## config.mk

```make
export PLATFORM = sky130hd
export DESIGN_NAME = double_ended_queue_top
export DESIGN_NICKNAME = d
export VERILOG_FILES = /design/src/sv/dq_pkg.sv /design/src/sv/dq_ram.sv /design/src/sv/dq_seq.sv /design/src/sv/double_ended_queue_top.sv
export VERILOG_INCLUDE_DIRS = /design/src /design/src/sv
export SDC_FILE = /design/constraint.sdc
export NUM_CORES = 1
export LEC_CHECK = 0
export ABC_AREA = 1
export BUFFER_PORTS_ARGS = -buffer_cell sky130_fd_sc_hd__buf_4
export CORE_UTILIZATION = 39
export DETAILED_ROUTE_END_ITERATION = 8
export RECOVER_POWER = 50
export SYNTH_ARGS = -nofsm -noshare
export SYNTH_HDL_FRONTEND = slang
export SYNTH_HIERARCHICAL = 1
export SYNTH_SLANG_ARGS = --single-unit
```

## constraint.sdc

```tcl
create_clock -name clock -period 14.85 [get_ports clock]
set_input_delay 2.2275 -clock clock [delete_from_list [all_inputs] [get_ports clock]]
set_output_delay 2.2275 -clock clock [all_outputs]
set_load 0.01 [all_outputs]
```

## src/sv/assert_macros.svh

```systemverilog
`ifndef ASSERT_MACROS_SVH
`define ASSERT_MACROS_SVH

// Same-cycle implication, checked outside reset
`define ASSERT_IMP(lbl, clk, rst, pre, post) \
   lbl: assert property (@(posedge clk) disable iff (rst) (pre) |-> (post)) \
      else $error("assertion failed");

// Next-cycle implication, checked outside reset
`define ASSERT_NXT(lbl, clk, rst, pre, post) \
   lbl: assert property (@(posedge clk) disable iff (rst) (pre) |=> (post)) \
      else $error("assertion failed");

`endif

```

## src/sv/dq_pkg.sv

```systemverilog
`default_nettype none

package dq_pkg;

   localparam int DEPTH     = 16;
   localparam int WORD_BITS = 32;
   localparam int IDX_W     = (DEPTH > 1) ? $clog2(DEPTH) : 1;
   localparam int CNT_W     = $clog2(DEPTH + 1);

   localparam logic [2:0] KIND_PUSH_FRONT = 3'd0;
   localparam logic [2:0] KIND_PUSH_BACK  = 3'd1;
   localparam logic [2:0] KIND_POP_FRONT  = 3'd2;
   localparam logic [2:0] KIND_POP_BACK   = 3'd3;
   localparam logic [2:0] KIND_REPORT     = 3'd4;

   localparam logic [1:0] ST_DONE      = 2'd0;
   localparam logic [1:0] ST_OVERFLOW  = 2'd1;
   localparam logic [1:0] ST_UNDERFLOW = 2'd2;

   typedef struct packed {
      logic [2:0]  kind;
      logic [31:0] value;
   } req_type;

   typedef struct packed {
      logic [31:0] front_value;
      logic [31:0] back_value;
      logic [4:0]  count;
      logic        is_empty;
      logic        is_full;
      logic [1:0]  status;
   } rsp_type;

   typedef struct packed {
      logic                 we;
      logic [IDX_W-1:0]     waddr;
      logic [WORD_BITS-1:0] wdata;
      logic                 re;
      logic [IDX_W-1:0]     raddr;
   } ram_req_type;

   typedef enum logic [3:0] {
      S_IDLE  = 4'b0001,
      S_RD_F  = 4'b0010,
      S_RD_B  = 4'b0100,
      S_CAP   = 4'b1000
   } state_type;

   // a + b folded into 0..DEPTH-1, for a < DEPTH and b <= DEPTH
   function automatic logic [IDX_W-1:0] ring_add(input logic [IDX_W-1:0] a,
                                                 input logic [CNT_W-1:0] b);
      logic [CNT_W:0] s;
      s = (CNT_W + 1)'(a) + (CNT_W + 1)'(b);
      if (s >= (CNT_W + 1)'(DEPTH)) begin
         s = s - (CNT_W + 1)'(DEPTH);
      end
      return IDX_W'(s);
   endfunction

   function automatic logic [IDX_W-1:0] ring_prev(input logic [IDX_W-1:0] a);
      logic [IDX_W-1:0] r;
      if (a == '0) begin
         r = IDX_W'(DEPTH - 1);
      end else begin
         r = a - IDX_W'(1);
      end
      return r;
   endfunction

endpackage

`default_nettype wire

```

## src/sv/dq_ram.sv

```systemverilog
`default_nettype none

module dq_ram #(
   parameter int WIDTH = 32,
   parameter int DEPTH = 16
) (
   input  logic                                 clock,
   input  logic                                 we,
   input  logic [((DEPTH > 1) ? $clog2(DEPTH) : 1)-1:0] waddr,
   input  logic [WIDTH-1:0]                     wdata,
   input  logic                                 re,
   input  logic [((DEPTH > 1) ? $clog2(DEPTH) : 1)-1:0] raddr,
   output logic [WIDTH-1:0]                     rdata
);

   logic [WIDTH-1:0] mem [DEPTH];
   logic [WIDTH-1:0] rdata_ff;

   always_ff @(posedge clock) begin
      if (we) begin
         mem[waddr] <= wdata;
      end
      // hold the last word read while re is low
      if (re) begin
         rdata_ff <= mem[raddr];
      end
   end

   assign rdata = rdata_ff;

endmodule

`default_nettype wire

```

## src/sv/dq_seq.sv

```systemverilog
`default_nettype none
`include "assert_macros.svh"

module dq_seq (
   input  logic                            clock,
   input  logic                            reset,
   input  logic                            req_valid,
   output logic                            req_stall,
   input  dq_pkg::req_type                 req_data,
   input  logic                            out_free,
   output logic                            done,
   output dq_pkg::rsp_type                 result,
   output dq_pkg::ram_req_type             ram_req,
   input  logic [dq_pkg::WORD_BITS-1:0]    ram_rdata
);

   import dq_pkg::*;

   state_type            state_ff, state_in;
   logic [IDX_W-1:0]     head_ff, head_in;
   logic [CNT_W-1:0]     count_ff, count_in;
   logic [1:0]           status_ff, status_in;
   logic [WORD_BITS-1:0] front_ff, front_in;
   logic                 accept;
   logic                 full;
   logic                 empty;
   logic [CNT_W-1:0]     back_off;

   assign accept    = req_valid && (state_ff == S_IDLE);
   assign req_stall = (state_ff != S_IDLE);
   assign full      = (count_ff == CNT_W'(DEPTH));
   assign empty     = (count_ff == '0);
   assign back_off  = empty ? '0 : count_ff - CNT_W'(1);

   always_comb begin
      state_in      = state_ff;
      head_in       = head_ff;
      count_in      = count_ff;
      status_in     = status_ff;
      front_in      = front_ff;
      done          = 1'b0;
      ram_req.we    = 1'b0;
      ram_req.waddr = head_ff;
      ram_req.wdata = WORD_BITS'(req_data.value);
      ram_req.re    = 1'b0;
      ram_req.raddr = head_ff;

      case (state_ff)
         S_IDLE: begin
            if (accept) begin
               status_in = ST_DONE;
               case (req_data.kind)
                  KIND_PUSH_FRONT: begin
                     if (full) begin
                        status_in = ST_OVERFLOW;
                     end else begin
                        head_in       = ring_prev(head_ff);
                        ram_req.we    = 1'b1;
                        ram_req.waddr = ring_prev(head_ff);
                        count_in      = count_ff + CNT_W'(1);
                     end
                  end
                  KIND_PUSH_BACK: begin
                     if (full) begin
                        status_in = ST_OVERFLOW;
                     end else begin
                        ram_req.we    = 1'b1;
                        ram_req.waddr = ring_add(head_ff, count_ff);
                        count_in      = count_ff + CNT_W'(1);
                     end
                  end
                  KIND_POP_FRONT: begin
                     if (empty) begin
                        status_in = ST_UNDERFLOW;
                     end else begin
                        head_in  = ring_add(head_ff, CNT_W'(1));
                        count_in = count_ff - CNT_W'(1);
                     end
                  end
                  KIND_POP_BACK: begin
                     if (empty) begin
                        status_in = ST_UNDERFLOW;
                     end else begin
                        count_in = count_ff - CNT_W'(1);
                     end
                  end
                  default: begin
                     status_in = ST_DONE;
                  end
               endcase
               state_in = S_RD_F;
            end
         end
         S_RD_F: begin
            ram_req.re    = 1'b1;
            ram_req.raddr = head_ff;
            state_in      = S_RD_B;
         end
         S_RD_B: begin
            front_in      = ram_rdata;
            ram_req.re    = 1'b1;
            ram_req.raddr = ring_add(head_ff, back_off);
            state_in      = S_CAP;
         end
         S_CAP: begin
            // back word sits in the read register until the output frees up
            if (out_free) begin
               done     = 1'b1;
               state_in = S_IDLE;
            end
         end
         default: begin
            state_in = S_IDLE;
         end
      endcase
   end

   always_comb begin
      result.front_value = empty ? 32'd0 : 32'(front_ff);
      result.back_value  = empty ? 32'd0 : 32'(ram_rdata);
      result.count       = 5'(count_ff);
      result.is_empty    = empty;
      result.is_full     = full;
      result.status      = status_ff;
   end

   always_ff @(posedge clock) begin
      if (reset) begin
         state_ff <= S_IDLE;
         head_ff  <= '0;
         count_ff <= '0;
      end else begin
         state_ff <= state_in;
         head_ff  <= head_in;
         count_ff <= count_in;
      end
      status_ff <= status_in;
      front_ff  <= front_in;
   end

   `ASSERT_IMP(a_count_range, clock, reset, 1'b1, count_ff <= CNT_W'(DEPTH))
   `ASSERT_NXT(a_accept_reads, clock, reset, accept, state_ff == S_RD_F)
   `ASSERT_IMP(a_write_on_accept, clock, reset, ram_req.we, accept && status_in == ST_DONE)

endmodule

`default_nettype wire

```

## src/sv/double_ended_queue_top.sv

```systemverilog
// Bounded deque of 32-bit words in a ring held in one single-port-read RAM.
// Each item is accepted, then its front and back words are read serially
// from the RAM and the result register is loaded, which waits while the
// result register is stalled; no new item is accepted until then.
// Reset (synchronous, active high) empties the deque; RAM contents are kept.
`default_nettype none
`include "assert_macros.svh"

module double_ended_queue_top (
   input  logic            clock,
   input  logic            reset,
   input  logic            req_valid,
   output logic            req_stall,
   input  dq_pkg::req_type req_data,
   output logic            rsp_valid,
   input  logic            rsp_stall,
   output dq_pkg::rsp_type rsp_data
);

   import dq_pkg::*;

   ram_req_type          ram_req;
   logic [WORD_BITS-1:0] ram_rdata;
   logic                 out_free;
   logic                 seq_done;
   rsp_type              seq_result;
   logic                 rsp_valid_ff, rsp_valid_in;
   rsp_type              rsp_data_ff, rsp_data_in;

   dq_ram #(
      .WIDTH(WORD_BITS),
      .DEPTH(DEPTH)
   ) u_ram (
      .clock (clock),
      .we    (ram_req.we),
      .waddr (ram_req.waddr),
      .wdata (ram_req.wdata),
      .re    (ram_req.re),
      .raddr (ram_req.raddr),
      .rdata (ram_rdata)
   );

   dq_seq u_seq (
      .clock     (clock),
      .reset     (reset),
      .req_valid (req_valid),
      .req_stall (req_stall),
      .req_data  (req_data),
      .out_free  (out_free),
      .done      (seq_done),
      .result    (seq_result),
      .ram_req   (ram_req),
      .ram_rdata (ram_rdata)
   );

   assign out_free = !rsp_valid_ff || !rsp_stall;

   always_comb begin
      rsp_valid_in = rsp_valid_ff;
      rsp_data_in  = rsp_data_ff;
      if (out_free) begin
         rsp_valid_in = seq_done;
         // load a new item, or drop the one just taken
         if (seq_done) begin
            rsp_data_in = seq_result;
         end
      end
   end

   always_ff @(posedge clock) begin
      if (reset) begin
         rsp_valid_ff <= 1'b0;
      end else begin
         rsp_valid_ff <= rsp_valid_in;
      end
      rsp_data_ff <= rsp_data_in;
   end

   assign rsp_valid = rsp_valid_ff;
   assign rsp_data  = rsp_data_ff;

   `ASSERT_IMP(a_no_overwrite, clock, reset, seq_done, !(rsp_valid_ff && rsp_stall))
   `ASSERT_IMP(a_busy_while_holding, clock, reset, rsp_valid_ff && rsp_stall, req_stall || !seq_done)

endmodule

`default_nettype wire
```

==> results.json, run 1 <==
{
  "status": "finished, violations left",
  "violations": "max-capacitance violations, max-slew violations",
  "maxCapViolCount": 3,
  "chipWidth_um": 273,
  "synth_common_cells": "nand2_1, edfxtp_1, inv_1",
  "start_util_pct": 39.7,
  "post_cts_buffers": 0,
  "area_growth_pct": 11.4,
  "p_total_mw": 3.94,
  "rsz0062_at_grt": "no",
  "endpoint_kind": "flop",
  "synth_seq_cells": 665,
  "fp.dieH_um": 273,
  "power.leakage_nw": 13.3,
  "yosys.area.top_type_share_pct": 68.4,
  "relSlewSlack_pct": -97.1,
  "wire_per_inst_um": 17.9,
  "p_per_area_nw_per_um2": 124,
  "grt_pass1_vias": 17400,
  "syn_avg_cell_area_um2": 10.9,
  "tightest_slew_ps": 2960,
  "synth_edf_count": 651,
  "utilization_pct": 44.2,
  "cts_resized": 0,
  "clkSinkCount": 665,
  "grt_pass1_wl_um": 100000,
  "cp.arrival_ps": 7180,
  "num_rows": 98,
  "grt_usage_pct": 17.7,
  "start_kind": "flop",
  "first_pass_iters": 6,
  "ir_drop_v": 0.0000704,
  "hold_viol_final": 0,
  "place.gp.congestion": 0.822,
  "syn_nets": 2675,
  "hold_buffers": 0,
  "final_cell_area_um2": 31800,
  "synth_cells": 2623,
  "hold_slack_ps": 422,
  "yosysUniqueCellTypes": 38,
  "io_pins": 114,
  "hold_class": "reg -> reg",
  "synth.yosys.seq_area_share_pct": 69.4,
  "dpl_cell_area_um2": 29900,
  "finalCritPeriodShare_pct": 45.4,
  "grt_overflow": 0,
  "antennaDiodeCount": 0,
  "nets": 2731,
  "cts_tree": "yes",
  "synth_area_leader_cell": "edfxtp_1",
  "die-area_um2": 74300,
  "via_count": 17900,
  "netlist_area_um2": 28600,
  "yosysMostFrequentCell": "nand2_1",
  "drive_above_1_share_pct": 8.22,
  "viasPerCell": 4.88,
  "async_reset_ff_share_pct": 0,
  "clk_latency_ps": 590,
  "finalSetupViolations": 0,
  "core-area_um2": 72000,
  "worstPathRequired_ps": 15290,
  "criticalPathCategory": "reg -> reg",
  "routed_wl_um": 65800,
  "antenna_found_initial": 3,
  "drc_errors": 0,
  "tns_ps": 0,
  "htreeDepth": 3,
  "slew_viol_final": 104,
  "period_needed_ps": 6750,
  "clk_pin_slew_ps": 60,
  "synth.area.top_cells": "edfxtp_1, nand2_1, nand3_1",
  "yosysWarningCount": 6,
  "drt_iter0_drc": 1322,
  "dp.final_hpwl_um": 35300,
  "fin_skew_ps": 15.5,
  "ys.flop_type": "edfxtp_1",
  "clockBufferDepth": 3,
  "clockRootBuffer": "clkbuf_16",
  "max_freq_mhz": 148,
  "crit_fanout": 70,
  "detail-route-antenna-nets": 0,
  "numPortBuffers": 113,
  "grt_max_degree": 188,
  "cts_made_buffers": 68
}
==> kinds of logic after synthesis <==
kind of cell               Yosys count  share of synthesized area [%]
and+or+nand+nor                   1260                           18.9
DFF                                665                           69.4
buffers and inverters              644                           10.1
AOI/OAI and AO/OA                   26                          0.534
xor gates and xnor gates            15                          0.460
adders and majority gates           13                          0.622
==> layer usage <==
layer / GRT usage [%] / routed length [um] / up-vias / share of wire [%]
met2: 29.9 / 31900 / 559 / 48
met1: 23.1 / 28300 / 8730 / 43
met4: 5.74 / 1350 / 4 / 2.0
li1: - / - / 8543 / -
met3: 2.93 / 4190 / 102 / 6.4
met5: 0 / 24 / - / 0.036
==> layout by cell type (no fill, tap or decap), types with 2 or more instances in the layout <==
cell type,Yosys,final
clkinv_1,0,21
edfxtp_1,651,651
nor2_1,35,20
a21oi_2,4,3
nand3_1,406,409
clkinv_2,0,6
a21oi_1,6,6
fa_1,2,2
clkbuf_16,0,73
inv_1,483,484
nand2_4,3,2
xnor2_1,5,5
dfxtp_1,14,14
o21ai_1,3,3
nand3b_1,2,2
clkbuf_1,18,49
o21ai_0,9,6
xor2_1,10,10
o21ai_4,0,3
buf_12,1,2
inv_2,9,5
buf_4,41,99
ha_1,11,11
inv_6,0,2
nand4_1,3,5
bufinv_16,0,3
nor2_4,4,20
nand2_1,797,798
==> stage by stage <==
step	cells	setup slack (ps)
6_report	3676	8100
3_3_place_gp	3558	9430
2_1_floorplan	2623	8290
4_1_cts	3675	9340
3_5_place_dp	3558	9370
5_1_grt	3676	7420
==> final timing paths <==
check / start / endpoint / slack [ps] / cells past startpoint
setup reg to reg: u_seq/count_ff[1] / u_ram/rdata[16] / 8100 / 15
setup / recovery: u_seq/count_ff[1] / u_ram/rdata[16] / 8100 / 15
hold reg to reg: u_seq/status_ff[1] / rsp_data[1] / 420 / 0
hold / removal: u_seq/status_ff[1] / rsp_data[1] / 420 / 0
==> sequential cells by signal, indices dropped and copies added (netlist names) <==
signal           cells
rsp_data            73
rsp_valid            1
u_ram/mem          512
u_ram/rdata         32
u_seq/count_ff       5
u_seq/front_ff      32
u_seq/head_ff        4
u_seq/state_ff       4
u_seq/status_ff      2
==> worst max-delay path: stages, from the launching register on <==
cell and delay [ps]:
dfxtp_1 370, inv_1 150, ha_1 200, nand3_1 1680, nand2_1 480, inv_1 90
ha_1 210, inv_1 80, fa_1 460, o21ai_4 760, buf_4 730, buf_4 710
nand3_1 180, nand3_1 110, nand3_1 140, nand2_1 190
==> cell type report <==
type	instances	area, um^2
fillers	6572	40100
flip-flops and latches	665	19800
multi-input cells	1314	5950
clock buffers	88	1880
inverters	494	1870
well taps	950	1190
repair buffers	136	918
clock inverters	29	198
==> report_power, final <==
part,switching (mW),internal [mW]
registers,0.00850,2.08
clock network,0.673,0.940
logic,0.170,0.0653
(Power assumes the default switching activity.)
==> inputs of run 2 (changes only) <==
Clock period 14.85 ns to 5.46 ns, I/O delays scaled along.
==> run 2 against run 1 <==
The run still ends with max-capacitance violations, max-slew violations left; hold slack gained 3.8 ps; via count is essentially flat; final cell count grew 0.41%.
==> results.json, run 2 (synthesis results as in run 1) <==
{
  "status": "finished, violations left",
  "violations": "max-capacitance violations, max-slew violations",
  "layout_commonest_cell": "nand2_1",
  "top_register": "u_ram/mem",
  "use_met3_pct": 3.28,
  "wire_per_inst_um": 18.0,
  "r2r_cells": 15,
  "core-area_um2": 72000,
  "criticalPathCategory": "reg -> reg",
  "clk_latency_ps": 590,
  "cts_tree": "yes",
  "max_freq_mhz": 230,
  "power.leakage_nw": 13.1,
  "num_rows": 98,
  "drc_errors": 0,
  "grt_overflow": 0,
  "hold_slack_ps": 426,
  "clockBufferDepth": 3,
  "grt_pass1_wl_um": 102000,
  "met2_usage_pct": 29.7,
  "worstPathRequired_ps": 5910,
  "grt_usage_pct": 18.0,
  "clk_pin_slew_ps": 60,
  "cp.arrival_ps": 4790,
  "fillCellCount": 6643,
  "nets": 2747,
  "viasPerCell": 4.86,
  "multiInputGateArea_um2": 5990,
  "start_util_pct": 39.7,
  "numPortBuffers": 113,
  "area_growth_pct": 10.7,
  "p_total_mw": 10.5,
  "p_sw_mw": 2.30,
  "largest_reg_flops": 512,
  "slew_viol_final": 48,
  "clkSinkCount": 665,
  "fin_skew_ps": 24.2,
  "maxCapViolCount": 1,
  "clockRootBuffer": "clkbuf_16",
  "ir_drop_v": 0.000188,
  "finalSetupViolations": 0,
  "dp_cells": 3577,
  "place.gp.congestion": 0.845,
  "routed_wl_um": 66400,
  "grt_pass1_vias": 17500,
  "dpl_cell_area_um2": 30100,
  "post_cts_buffers": 0,
  "final_cell_mix": "nand2_1, edfxtp_1, inv_1, nand3_1, clkbuf_1",
  "p_per_area_nw_per_um2": 331,
  "period_needed_ps": 4340,
  "cts_resized": 0,
  "regArea_um2": 19800,
  "rsz0062_at_grt": "no",
  "via_count": 17900,
  "endpoint_kind": "flop",
  "hold_buffers": 0,
  "comb_power_share_pct": 6.1,
  "tns_ps": 0,
  "hold_viol_final": 0,
  "hold_path_depth": 0,
  "final_cell_area_um2": 31600,
  "cts_made_buffers": 66,
  "fp.dieH_um": 273,
  "io_pins": 114,
  "chipWidth_um": 273,
  "clkPwrFrac_pct": 39.8,
  "first_pass_iters": 5,
  "detail-route-antenna-nets": 0,
  "htreeDepth": 3,
  "finalCritPeriodShare_pct": 79.5,
  "dp.final_hpwl_um": 37500,
  "top_usage_layer": "met2",
  "grt_max_degree": 129,
  "fin_cells": 3691,
  "swShare_pct": 21.9,
  "relSlewSlack_pct": -23.1,
  "antenna_found_initial": 6,
  "tightest_slew_ps": 1850,
  "hold_class": "reg -> reg",
  "die-area_um2": 74300,
  "drt_iter0_drc": 1431,
  "start_kind": "flop",
  "grtUsageMet1_pct": 23.7,
  "crit_fanout": 72,
  "p_seq_share_pct": 54.2,
  "drive_above_1_share_pct": 6.31,
  "p_int_mw": 8.18
}
## run 2: cell types whose count changed in the layout (fill, tap and decap cells not counted), moves of 2 or more
cell | before | now
inv_2 | 5 | 8
buf_12 | 2 | 4
clkinv_2 | 6 | 9
nand4_1 | 5 | 3
clkbuf_1 | 49 | 124
buf_4 | 99 | 43
bufinv_16 | 3 | 1
clkinv_1 | 21 | 15
nand4_4 | 0 | 2
clkbuf_16 | 73 | 69
## run 2: layer usage
metal	vias up	routed length (um)
met4	10	1840
met5	-	62
met3	124	4820
li1	8581	-
met1	8629	28500
met2	604	31100
## run 2: stage by stage
step	worst slack (ps)	util [%]
6_report	1120	43.9
3_3_place_gp	1480	41.8
4_1_cts	1390	44.5
2_1_floorplan	306	-
5_1_grt	727	43.9
3_5_place_dp	1440	41.8
## run 2: path summary, 6_finish.rpt
path / to / startpoint / slack, ps
hold / removal: rsp_data[0] / u_seq/status_ff[0] / 430
hold reg to reg: rsp_data[0] / u_seq/status_ff[0] / 430
setup reg to reg: u_ram/rdata[29] / u_seq/count_ff[1] / 1120
setup / recovery: u_ram/rdata[29] / u_seq/count_ff[1] / 1120
## run 2: final cells by class
class	count	share of cell area (%)
tap	950	3.76
clock buffer	86	5.66
multi-input combinational	1314	18.9
inverter	494	5.90
antenna	1	0.00791
clock inverter	27	0.471
sequential	665	62.7
timing repair buffer	154	2.54
## run 2: power by group through the flow
stage	sequential [mW]	clock, mW	combinational (mW)
CTS	5.67	4.26	0.652
finish	5.67	4.17	0.636
floorplan	5.77	0	0.494
global route	5.68	4.44	0.719
detailed placement	5.78	0	0.650
global placement	5.78	0	0.638
## run 2: critical path, cell delays in order, from the launching register on
cell     delay, ps
dfxtp_1        450
inv_1          130
ha_1           220
nand3_1        580
nand2_1        100
inv_1           90
ha_1           160
inv_1           60
fa_1           570
o21ai_4        100
inv_4          700
buf_4          500
nand3_1        140
nand3_1        100
nand3_1        120
nand2_1        130
